[src/ssr_pkg.sv]
// ----------------------------------------------------------------------------
// Servo slew ramp package
// Shared types, register indexes and reset values for the servo slew ramp.
// ----------------------------------------------------------------------------
package ssr_pkg;

    // Default number of servo channels in the ring.
    localparam int CHANNELS_DEF = 8;

    // At most this many results are reported per tick.
    localparam int MAX_RESULTS = 8;

    // Width of the reported result count.
    localparam int NOUT_W = $clog2(MAX_RESULTS + 1);

    // Position and target after reset.
    localparam logic [15:0] MID_WIDTH = 16'd1500;

    // Configuration register indexes.
    localparam logic [2:0] CFG_MIN_WIDTH   = 3'd0;
    localparam logic [2:0] CFG_MAX_WIDTH   = 3'd1;
    localparam logic [2:0] CFG_WIDTH_GAIN  = 3'd2;
    localparam logic [2:0] CFG_STEP_SIZE   = 3'd3;
    localparam logic [2:0] CFG_COUNT_LIMIT = 3'd4;

    // Configuration register reset values.
    localparam logic [15:0] MIN_WIDTH_RST   = 16'd1000;
    localparam logic [15:0] MAX_WIDTH_RST   = 16'd2000;
    localparam logic [15:0] WIDTH_GAIN_RST  = 16'd318;
    localparam logic [11:0] STEP_SIZE_RST   = 12'd35;
    localparam logic [7:0]  COUNT_LIMIT_RST = 8'd50;

    // Saturation value of the per-channel step count.
    localparam logic [7:0] COUNT_MAX = 8'hFF;

    // State of one servo channel, as held in one cell of the ring.
    typedef struct packed {
        logic [15:0] position;
        logic [15:0] target;
        logic        armed;
        logic [7:0]  count;
    } t_chan;

    // Control of one cell: rotate the ring, or load a new target.
    typedef struct packed {
        logic shift;
        logic load;
    } t_cell_ctl;

endpackage

[src/ssr_map.sv]
// ----------------------------------------------------------------------------
// Servo slew ramp angle mapper
// Turns a signed Q3.12 angle into a clamped pulse width via a registered product.
// ----------------------------------------------------------------------------
module ssr_map
    import ssr_pkg::*;
(
    input  logic               i_clk,
    input  logic               i_load,
    input  logic signed [15:0] i_angle,
    input  logic [15:0]        i_gain,
    input  logic [15:0]        i_min,
    input  logic [15:0]        i_max,
    output logic [15:0]        o_width
);

    logic signed [32:0] r_prod;
    logic signed [20:0] w_q;
    logic signed [22:0] w_sum;
    logic signed [22:0] w_min;
    logic signed [22:0] w_max;

    // Product of angle and gain, registered when a set-target transaction lands.
    always_ff @(posedge i_clk) begin
        if (i_load) begin
            r_prod <= 33'(i_angle) * $signed({1'b0, i_gain});
        end
    end

    // Floor shift by 12, offset by the minimum, then clamp high and low.
    always_comb begin
        w_q   = r_prod[32:12];
        w_min = $signed({7'd0, i_min});
        w_max = $signed({7'd0, i_max});
        w_sum = {{2{w_q[20]}}, w_q} + w_min;
        if (w_sum > w_max) begin
            w_sum = w_max;
        end
        if (w_sum < w_min) begin
            w_sum = w_min;
        end
        o_width = w_sum[15:0];
    end

endmodule

[src/ssr_slew.sv]
// ----------------------------------------------------------------------------
// Servo slew ramp step unit
// Moves the head channel one step toward its target, or snaps it there when near or out of steps.
// ----------------------------------------------------------------------------
module ssr_slew
    import ssr_pkg::*;
(
    input  t_chan       i_chan,
    input  logic [11:0] i_step,
    input  logic [7:0]  i_limit,
    output t_chan       o_chan
);

    logic [15:0] w_dist;
    logic        w_up;
    logic        w_snap;

    // Distance to target and the decision to snap.
    always_comb begin
        w_up   = i_chan.target > i_chan.position;
        w_dist = w_up ? (i_chan.target - i_chan.position)
                      : (i_chan.position - i_chan.target);
        w_snap = (w_dist <= {4'd0, i_step}) || (i_chan.count > i_limit);
    end

    // A channel that is not armed passes unchanged.
    always_comb begin
        o_chan = i_chan;
        if (i_chan.armed) begin
            if (w_snap) begin
                o_chan.position = i_chan.target;
                o_chan.armed    = 1'b0;
            end else begin
                o_chan.position = w_up ? (i_chan.position + {4'd0, i_step})
                                       : (i_chan.position - {4'd0, i_step});
                if (i_chan.count != COUNT_MAX) begin
                    o_chan.count = i_chan.count + 8'd1;
                end
            end
        end
    end

endmodule

[src/ssr_cell.sv]
// ----------------------------------------------------------------------------
// Servo slew ramp cell
// Holds one channel's state and passes it to its neighbor when the ring turns.
// ----------------------------------------------------------------------------
module ssr_cell
    import ssr_pkg::*;
(
    input  logic        i_clk,
    input  logic        i_rst_n,
    input  t_cell_ctl   i_ctl,
    input  t_chan       i_next,
    input  logic [15:0] i_target,
    output t_chan       o_chan
);

    t_chan r_chan;
    t_chan n_chan;

    // Rotate from the neighbor, or take a new target and arm.
    always_comb begin
        n_chan = r_chan;
        if (i_ctl.shift) begin
            n_chan = i_next;
        end else if (i_ctl.load) begin
            n_chan.target = i_target;
            n_chan.armed  = 1'b1;
            n_chan.count  = 8'd0;
        end
    end

    always_ff @(posedge i_clk) begin
        if (!i_rst_n) begin
            r_chan.position <= MID_WIDTH;
            r_chan.target   <= MID_WIDTH;
            r_chan.armed    <= 1'b0;
            r_chan.count    <= 8'd0;
        end else begin
            r_chan <= n_chan;
        end
    end

    assign o_chan = r_chan;

endmodule

[src/servo_slew_ramp.sv]
// ----------------------------------------------------------------------------
// Servo slew ramp
// Multi-channel servo slew limiter built as a rotating ring of channel cells.
// ----------------------------------------------------------------------------
//
//  Channel  Direction  Handshake                  Payload
//  in       input      i_in_valid / o_in_ready    i_kind, i_channel, i_angle
//  out      output     o_out_valid / i_out_ready  o_out_channel, o_width, o_last
//  cfg      input      i_cfg_valid / o_cfg_ready  i_cfg_index, i_cfg_data
//
//  In a set-target transaction the multiplier product is registered, then the
//  clamped width is written into the channel's cell. A tick is accepted, then
//  the ring turns once per cycle and the step unit updates whichever channel
//  sits at its head. The ring holds while a result waits in the output register
//  and is not taken. Configuration writes are always taken.
//  Reset is synchronous and restores every cell at once; there is no clearing pass.
//
module servo_slew_ramp
    import ssr_pkg::*;
#(
    parameter int CHANNELS = CHANNELS_DEF
) (
    input  logic        i_clk,
    input  logic        i_rst_n,
    input  logic        i_in_valid,
    output logic        o_in_ready,
    input  logic        i_kind,
    input  logic [2:0]  i_channel,
    input  logic signed [15:0] i_angle,
    output logic        o_out_valid,
    input  logic        i_out_ready,
    output logic [2:0]  o_out_channel,
    output logic [15:0] o_width,
    output logic        o_last,
    input  logic        i_cfg_valid,
    output logic        o_cfg_ready,
    input  logic [2:0]  i_cfg_index,
    input  logic [15:0] i_cfg_data
);

    localparam int CW = (CHANNELS > 1) ? $clog2(CHANNELS) : 1;

    localparam logic [1:0] S_IDLE = 2'd0;
    localparam logic [1:0] S_MAP  = 2'd1;
    localparam logic [1:0] S_SCAN = 2'd2;

    logic [1:0]          r_state;
    logic [1:0]          n_state;
    logic [CW-1:0]       r_scan;
    logic [CHANNELS-1:0] r_mask;
    logic [NOUT_W-1:0]   r_nout;
    logic [2:0]          r_ch;

    logic [15:0] r_min_width;
    logic [15:0] r_max_width;
    logic [15:0] r_width_gain;
    logic [11:0] r_step_size;
    logic [7:0]  r_count_limit;

    logic        r_out_valid;
    logic [2:0]  r_out_channel;
    logic [15:0] r_width;
    logic        r_last;

    logic        w_in_take;
    logic        w_adv;
    logic        w_emit;
    logic        w_later;
    logic        w_end;
    logic [15:0] w_map_width;
    logic [CHANNELS-1:0] w_armed;

    t_chan     w_cell [CHANNELS];
    t_chan     w_head_next;
    t_cell_ctl w_ctl  [CHANNELS];

    assign o_in_ready  = (r_state == S_IDLE);
    assign o_cfg_ready = 1'b1;
    assign w_in_take   = i_in_valid && o_in_ready;

    // Configuration registers.
    always_ff @(posedge i_clk) begin
        if (!i_rst_n) begin
            r_min_width   <= MIN_WIDTH_RST;
            r_max_width   <= MAX_WIDTH_RST;
            r_width_gain  <= WIDTH_GAIN_RST;
            r_step_size   <= STEP_SIZE_RST;
            r_count_limit <= COUNT_LIMIT_RST;
        end else if (i_cfg_valid) begin
            case (i_cfg_index)
                CFG_MIN_WIDTH:   r_min_width   <= i_cfg_data;
                CFG_MAX_WIDTH:   r_max_width   <= i_cfg_data;
                CFG_WIDTH_GAIN:  r_width_gain  <= i_cfg_data;
                CFG_STEP_SIZE:   r_step_size   <= i_cfg_data[11:0];
                CFG_COUNT_LIMIT: r_count_limit <= i_cfg_data[7:0];
                default: ;
            endcase
        end
    end

    // Angle to width mapping for set-target transactions.
    ssr_map u_map (
        .i_clk   (i_clk),
        .i_load  (w_in_take && !i_kind),
        .i_angle (i_angle),
        .i_gain  (r_width_gain),
        .i_min   (r_min_width),
        .i_max   (r_max_width),
        .o_width (w_map_width)
    );

    // Step unit at the head of the ring.
    ssr_slew u_slew (
        .i_chan  (w_cell[0]),
        .i_step  (r_step_size),
        .i_limit (r_count_limit),
        .o_chan  (w_head_next)
    );

    // Ring of cells: each takes its upper neighbor, the last takes the updated head.
    for (genvar k = 0; k < CHANNELS; k++) begin : g_cell
        assign w_ctl[k].shift = (r_state == S_SCAN) && w_adv;
        assign w_ctl[k].load  = (r_state == S_MAP) && (5'(r_ch) == 5'(k));
        assign w_armed[k]     = w_cell[k].armed;

        ssr_cell u_cell (
            .i_clk    (i_clk),
            .i_rst_n  (i_rst_n),
            .i_ctl    (w_ctl[k]),
            .i_next   ((k == CHANNELS - 1) ? w_head_next : w_cell[(k + 1) % CHANNELS]),
            .i_target (w_map_width),
            .o_chan   (w_cell[k])
        );
    end

    // Scan control: advance only when the output register can take a result.
    always_comb begin
        w_adv   = !r_out_valid || i_out_ready;
        w_later = (r_mask >> 1) != '0;
        w_emit  = w_cell[0].armed && (r_nout < NOUT_W'(MAX_RESULTS));
        w_end   = (r_scan == CW'(CHANNELS - 1));
    end

    // Sequencer.
    always_comb begin
        n_state = r_state;
        case (r_state)
            S_IDLE: begin
                if (w_in_take) begin
                    n_state = i_kind ? S_SCAN : S_MAP;
                end
            end
            S_MAP: begin
                n_state = S_IDLE;
            end
            S_SCAN: begin
                if (w_adv && w_end) begin
                    n_state = S_IDLE;
                end
            end
            default: begin
                n_state = S_IDLE;
            end
        endcase
    end

    always_ff @(posedge i_clk) begin
        if (!i_rst_n) begin
            r_state <= S_IDLE;
            r_scan  <= '0;
            r_mask  <= '0;
            r_nout  <= '0;
        end else begin
            r_state <= n_state;
            if (w_in_take && i_kind) begin
                r_scan <= '0;
                r_mask <= w_armed;
                r_nout <= '0;
            end else if ((r_state == S_SCAN) && w_adv) begin
                r_scan <= r_scan + CW'(1);
                r_mask <= r_mask >> 1;
                if (w_emit) begin
                    r_nout <= r_nout + NOUT_W'(1);
                end
            end
        end
    end

    // Channel of the set-target transaction in flight.
    always_ff @(posedge i_clk) begin
        if (w_in_take) begin
            r_ch <= i_channel;
        end
    end

    // Output register.
    always_ff @(posedge i_clk) begin
        if (!i_rst_n) begin
            r_out_valid <= 1'b0;
        end else if ((r_state == S_SCAN) && w_adv && w_emit) begin
            r_out_valid <= 1'b1;
        end else if (i_out_ready) begin
            r_out_valid <= 1'b0;
        end
    end

    always_ff @(posedge i_clk) begin
        if ((r_state == S_SCAN) && w_adv && w_emit) begin
            r_out_channel <= 3'(r_scan);
            r_width       <= w_head_next.position;
            r_last        <= !w_later || (r_nout == NOUT_W'(MAX_RESULTS - 1));
        end
    end

    assign o_out_valid   = r_out_valid;
    assign o_out_channel = r_out_channel;
    assign o_width       = r_width;
    assign o_last        = r_last;

`ifndef ASSERT_OFF
    // The reported count never passes the per-tick limit.
    a_nout_bound: assert property (@(posedge i_clk) disable iff (!i_rst_n)
        r_nout <= NOUT_W'(MAX_RESULTS))
        else $error("result count passed its limit");

    // A completed scan has shifted out every armed flag it captured.
    a_mask_drained: assert property (@(posedge i_clk) disable iff (!i_rst_n)
        (r_state == S_SCAN) && w_adv && w_end |=> r_mask == '0)
        else $error("armed mask not drained at end of scan");

    // A tick transaction starts a scan with an empty result count.
    a_tick_start: assert property (@(posedge i_clk) disable iff (!i_rst_n)
        w_in_take && i_kind |=> (r_state == S_SCAN) && (r_nout == '0) && (r_scan == '0))
        else $error("tick did not start a scan");

    // A set-target transaction never presents a result on its own.
    a_map_quiet: assert property (@(posedge i_clk) disable iff (!i_rst_n)
        (r_state == S_MAP) && !o_out_valid |=> !o_out_valid)
        else $error("result appeared after set target");
`endif

endmodule

[config.mk]
export PLATFORM = sky130hd
export DESIGN_NAME = servo_slew_ramp
export DESIGN_NICKNAME = d
export VERILOG_FILES = /design/src/ssr_pkg.sv /design/src/ssr_map.sv /design/src/ssr_slew.sv /design/src/ssr_cell.sv /design/src/servo_slew_ramp.sv
export SDC_FILE = /design/constraint.sdc
export NUM_CORES = 2
export LEC_CHECK = 0
export BUFFER_PORTS_ARGS = -buffer_cell sky130_fd_sc_hd__buf_4
export CORE_ASPECT_RATIO = 2
export CORE_MARGIN = 10
export CORE_UTILIZATION = 58
export CTS_CLUSTER_SIZE = 16
export DETAILED_ROUTE_END_ITERATION = 8
export GPL_TIMING_DRIVEN = 0
export PLACE_DENSITY = 0.84
export SLEW_MARGIN = 20
export SYNTH_ARGS = -nofsm -noshare
export SYNTH_HDL_FRONTEND = slang
export SYNTH_SLANG_ARGS = --single-unit
[constraint.sdc]
create_clock -name i_clk -period 7.47 [get_ports i_clk]
set_clock_uncertainty 0.05 [all_clocks]
set_input_delay 1.8675 -clock i_clk [delete_from_list [all_inputs] [get_ports i_clk]]
set_output_delay 1.8675 -clock i_clk [all_outputs]
set_load 0.05 [all_outputs]
== Word level (Yosys, flattened, before mapping) ==
Index checks and enable logic that the tools add are counted.

* Bits in registers: 470
* Input bits: 44

* Multiplexer cells: 34
* Reductions and logical operators: 43
* Multipliers: 1
* Add/subtract/negate cells: 8
* $lt $le $gt $ge: 6
* Eq/ne operators: 18
* Bitwise operators: 1

{| class="wikitable"
|+ Operators with widths
! operator !! number
|-
| two-way mux 25 bit || 16
|-
| two-way mux 16 bit || 5
|-
| multiplier 16 x 17 -> 33 bit || 1
|-
| two-way mux 8 bit || 4
|-
| subtractor 16 bit || 2
|-
| > comparator 23 x 17 -> 1 bit || 1
|-
| less-than comparator 23 x 17 -> 1 bit || 1
|-
| two-way mux 23 bit || 1
|-
| adder 21 x 17 -> 22 bit || 1
|-
| nonzero test 2 bit || 10
|-
| equality test 3 bit, second input constant || 6
|-
| adder 16 x 12 -> 16 bit || 1
|-
| > comparator 16 bit || 1
|-
| <= comparator 16 x 12 -> 1 bit || 1
|-
| subtractor 16 x 12 -> 16 bit || 1
|-
| logical AND 1 bit || 15
|-
| AND reduction 2 bit || 7
|-
| equality test 3 x 2 -> 1 bit, second input constant || 4
|-
| two-way mux 9 bit || 1
|-
| adder 8 x 1 -> 8 bit, second input constant || 1
|-
| > comparator 8 bit || 1
|-
| inequality test 8 bit, second input constant || 1
|-
| nonzero test 8 bit || 1
|-
| equality test 3 x 1 -> 1 bit, second input constant || 2
|-
| 17 further kinds || 26
|}

== Depth between registers and ports, before layout ==
* Depth in word-level cells: 7
* Gate-level depth with buffers: 35
* Mapped depth without buffers: 32

== Modules after synthesis ==
Synthesis repeated with hierarchy kept, for this count alone.

* Cell total of the unflattened synthesis: 3468
* Area, all modules: 32810.2 µm²

{| class="wikitable"
|+ By module, submodules not included
! module !! area each (µm²) !! cells each !! times used !! seq. area each (µm²)
|-
| ssr_cell || 1778.0 || 163 || 8 || 820.8
|-
| ssr_map || 10782.8 || 1206 || 1 || 630.6
|-
| servo_slew_ramp || 4145.2 || 429 || 1 || 2392.3
|-
| ssr_slew || 3658.5 || 529 || 1 || 0.0
|}

== Worst setup path after synthesis ==
OpenSTA, ideal clock, no wires.

* Path type: input-to-reg
* Start: input i_angle[1]
* End: register u_map.r_prod[32] (data pin)
* Path slack: -462 ps
* Arrival: 7622 ps
* Cell stages on the path: 23
* Library setup time: 260 ps
* Cells stage by stage: clkbuf_1 nand2_1 fa_1 inv_1 fa_1 fa_1 fa_1 inv_1 fa_1 inv_1 fa_1 ha_1 a21o_1 a21oi_1 o21ai_0 a21oi_1 o211ai_1 a211oi_1 o31ai_1 and2_1 or3_1 a21oi_1 xnor2_1

* Word-level cells in the longest chain between the ends: 1

{| class="wikitable"
|+ Ends and longest elaborated chain
! element !! line !! text
|-
| start: declaration || servo_slew_ramp.sv:29 || <nowiki>input logic signed [15:0] i_angle,</nowiki>
|-
| multiplier 16 x 17 -> 33 bit || ssr_map.sv:26 || <nowiki>r_prod <= 33'(i_angle) * $signed({1'b0, i_gain});</nowiki>
|-
| end signal: assignment || ssr_map.sv:26 ||
|-
| end: declaration || ssr_map.sv:17 || <nowiki>logic signed [32:0] r_prod;</nowiki>
|}

No other way between the ends.
A chain may end at the register's enable or synchronous reset.

== Final worst setup path ==
* Start: register u_map.r_prod[12]
* End: register g_cell[5].u_cell.r_chan (netlist bit g_cell[5].u_cell.o_chan[10])

* Word-level cells in the longest chain between the ends: 7

{| class="wikitable"
|+ Ends and longest elaborated chain
! element !! line !! text
|-
| adder 21 x 17 -> 22 bit * || ssr_map.sv:35 || <nowiki>w_sum = {{2{w_q[20]}}, w_q} + w_min;</nowiki>
|-
| > comparator 23 x 17 -> 1 bit || ssr_map.sv:36 || <nowiki>if (w_sum > w_max) begin</nowiki>
|-
| two-way mux 23 bit * || ssr_map.sv:36 ||
|-
| less-than comparator 23 x 17 -> 1 bit || ssr_map.sv:39 || <nowiki>if (w_sum < w_min) begin</nowiki>
|-
| two-way mux 16 bit * || ssr_map.sv:39 ||
|-
| two-way mux 25 bit * || ssr_cell.sv:24 || <nowiki>end else if (i_ctl.load) begin</nowiki>
|-
| two-way mux 25 bit * || ssr_cell.sv:22 || <nowiki>if (i_ctl.shift) begin</nowiki>
|-
| end signal: assignment || ssr_cell.sv:38 || <nowiki>r_chan <= n_chan;</nowiki>
|-
| end: declaration || ssr_cell.sv:16 || <nowiki>t_chan r_chan;</nowiki>
|}

Mark *: on every way between the ends. The rest lies on a longest branch, timed or not. The select of a mux whose other input is x is not followed.

==> metrics.csv <==
stage,metric,value,unit
synthesis,postSynth.asyncResetShare,0,%
outcome,status,"complete, no violations",
routing,drt_iter0_drc,2352,
routing,first_pass_iters,6,
global_routing,grt_max_degree,18,
cells_and_area,nets,4195,
placement,place_congestion,1.05,
cells_and_area,finalNonFillerCells,4406,
die,fp-row-count,118,
routing,wire_per_inst,23.9,um
critical_path,critical_path.top_delay_family,compound AO/OA/AOI/OAI gates,
cells_and_area,num_antenna_cells,0,
critical_path,critPathLaunchType,flop,
worst_hold_path,hold_class,reg2reg,
cts,clk_pin_slew,0.07,ns
cts,clk_latency,0.59,ns
run,drv_cap,0,
synthesis,synth_seq_cells,457,
sta,finalCritPeriodShare,99.9,%
die,initial_core_util,58.5,%
routing,viasPerCell,6.27,
synthesis,ys_types,88,
synthesis,mappedNetlistArea,0.0303,sq mm
critical_path,cpMaxStageDelayCell,o41a_1,
critical_path,path_class,reg2reg,
placement,placedCellCount,4306,
sta,hold_viol,0,
cells_and_area,layout_commonest_cell,nand2_1,
sta,max_slew_margin,24.9,%
synthesis,synth.avg_cell_area,8.47,sq um
routing,wl,105000,um
sta,finalCriticalPeriod,7.46,ns
synthesis,syn_nets,4056,
cells_and_area,synthToLayoutAreaGrowth,12.3,%
power,p_leak,14.2,nW
synthesis,ys_seq_area_share,31.6,%
synthesis,synthCells,3578,
sta,worstMarginPinSlew,1.13,ns
cts,cts_tree,done,
sta,rsz0062_at_grt,true,
die,fp.dieW,182,um
synthesis,synthFlopType,dfxtp_1,
routing,num_vias,27618,
placement,hpwl,82000,um
cts,htreeDepth,2,
worst_hold_path,hp-start,g_cell[2].u_cell.o_chan[6]$_SDFFE_PN0P_,
sta,finalHoldWorstSlack,0.402,ns
sta,setup_viol,0,
global_routing,track_usage,32.5,%
critical_path,r2r_slack,0.006,ns
critical_path,slowest_delay,0.45,ns
critical_path,crit_required,7.83,ns
critical_path,r2r_start,u_map.r_prod[12]$_DFFE_PP_,
critical_path,arrival,7.83,ns
critical_path,cp-end-kind,flop,
global_routing,antenna_found_initial,2,
die,core-area,0.0518,sq mm
placement,port_buffers,64,
global_routing,globalRoute.totalOverflow,0,
power,power.density,278,mW/mm^2
critical_path,crit_buf_inv,8,
cts,root_buffer,clkbuf_16,
global_routing,grt_pass1_vias,28286,
die,io_pins,67,
routing,ant_nets,0,
worst_hold_path,holdPathEnd,g_cell[1].u_cell.o_chan[6]$_SDFFE_PN0P_,
critical_path,reg2reg_to,g_cell[5].u_cell.o_chan[10]$_SDFFE_PN0P_,
synthesis,yosys_warnings,0,
cts,clk_path_buf_depth,3,
sta,slew_violations,0,
critical_path,r2r_cells,38,
routing,route.detailed.drc,0,
die,die_h,343,um
cts,cts_buffers,40,
critical_path,crit_top_cell,a21o_1,
cells_and_area,layout_common_cells,"nand2_1 (626), dfxtp_1 (411), inv_1 (330), a21oi_1 (274), ha_1 (231)",
sta,fmax,134,MHz
global_routing,grt_pass1_wl,158000,um
cts,holdBufCountCts,0,
worst_hold_path,min_path_cells,2,
die,dieArea,0.0624,sq mm
critical_path,path_max_fanout,8,
synthesis,synth_edf_count,44,
cells_and_area,layout-drive-gt1-share,8.38,%
cts,cts_sinks,457,
power,vdd_drop_max,0.000222,V
-- registers in the layout, summed over array words and instances, names as in the netlist, 8 cells and up --
register,cells
g_cell.u_cell.o_chan,328
o_width,16
r_count_limit,8
r_max_width,16
r_min_width,16
r_step_size,12
r_width_gain,16
u_map.r_prod,21
-- kinds of logic (layout without fill, tap and decap cells) --
logic type      Yosys count  in the layout  synth area share (%)
other cells               1              1                0.0124
mux                      44             44                  1.54
buf+inv                 539            707                  6.83
fa+ha+maj               434            434                  22.8
xor+xnor                 69             69                  1.99
compound gates          776            776                  16.6
simple gates           1258           1258                  18.7
flops                   457            457                  31.6
-- cells in the mapped netlist (18+ instances only) --
| cell | n | area [sq um] |
|---|---|---|
| a21o_1 | 40 | 300 |
| buf_1 | 18 | 67.6 |
| a22oi_1 | 71 | 533 |
| o22ai_1 | 66 | 413 |
| o21a_1 | 37 | 278 |
| nor2_1 | 160 | 601 |
| nand3_1 | 161 | 806 |
| and3_1 | 21 | 131 |
| a221oi_1 | 32 | 280 |
| mux2i_1 | 27 | 270 |
| a21oi_1 | 283 | 1420 |
| and2_1 | 110 | 688 |
| ha_1 | 237 | 2970 |
| nor3_1 | 58 | 290 |
| o21ai_1 | 22 | 110 |
| nand2b_1 | 29 | 181 |
| dfxtp_1 | 413 | 8270 |
| nor2b_1 | 20 | 125 |
| clkbuf_1 | 167 | 627 |
| o211ai_1 | 41 | 308 |
| inv_1 | 335 | 1260 |
| a211oi_1 | 23 | 173 |
| nand2_1 | 633 | 2380 |
| xnor2_1 | 53 | 464 |
| o21ai_0 | 58 | 290 |
| fa_1 | 197 | 3940 |
| edfxtp_1 | 44 | 1320 |
-- stage by stage --
step / power [W] / area [sq um] / setup TNS, ns / setup WS (ns) / utilization, %
2_1_floorplan: 0.00562 / 30400 / -0.0150 / -0.0150 / -
3_3_place_gp: 0.00666 / 31700 / -106.16 / -1.32 / 61.2
3_5_place_dp: 0.00675 / 31800 / -116.87 / -1.36 / 61.3
4_1_cts: 0.00920 / 33600 / 0 / 0.00121 / 64.8
5_1_grt: 0.0100 / 34100 / -3.12 / -0.124 / 65.7
6_report: 0.00947 / 34100 / 0 / 0.00557 / 65.7
-- worst max path at each step --
stage          slack, ns  depth (start not counted)                         start                                  endpoint
4_1_cts            0.001                         25                    i_angle[3]                u_map.r_prod[32]$_DFFE_PP_
3_3_place_gp       -1.32                         24                    i_angle[8]                u_map.r_prod[32]$_DFFE_PP_
5_1_grt            -0.12                         26  r_width_gain[9]$_SDFFE_PN0P_                u_map.r_prod[32]$_DFFE_PP_
2_1_floorplan      -0.02                         23                    i_angle[6]                u_map.r_prod[32]$_DFFE_PP_
3_5_place_dp       -1.36                         24                    i_angle[8]                u_map.r_prod[32]$_DFFE_PP_
6_report           0.006                         38    u_map.r_prod[12]$_DFFE_PP_  g_cell[5].u_cell.o_chan[10]$_SDFFE_PN0P_
-- area by class of cell --
cell class / instances / area (sq um)
Inverter: 336 / 1260
Timing Repair Buffer: 113 / 1050
Fill cell: 4293 / 17800
Clock inverter: 19 / 292
Tap cell: 660 / 826
Sequential cell: 457 / 9590
Multi-Input combinational cell: 2582 / 19100
Buffer: 187 / 776
Clock buffer: 52 / 1120
-- report_power, final --
part | leakage, nW | total, W | switching [W] | internal [W]
Combinational | 9.76 | 0.00445 | 0.00257 | 0.00188
Clock | 0.684 | 0.00227 | 0.000990 | 0.00128
Sequential | 3.76 | 0.00275 | 0.0000872 | 0.00266
-- layer usage --
layer	wire [um]	global-route usage [%]
met1	31700	28.5
met2	53500	58.9
met3	7140	5.74
met4	13100	34.3
met5	24	0
-- worst reg2reg max path: cells and delay by family (launching register included) --
family,cells,cell delay (ns)
adders and majority gates,4,0.94
buffers and inverters,8,1.07
and+or+nand+nor,5,0.86
DFF,1,0.42
xor gates and xnor gates,1,0.11
AOI/OAI and AO/OA,18,3.31
muxes,2,0.57
-- timing repair --
item	4_1_cts	5_1_grt
endpoints found under the setup margin	139	137
pin swaps	11	43
gates cloned	1	0
gates resized for setup	48	76
setup buffers	21	23
Note: power is estimated with default switching activity, not from simulation.
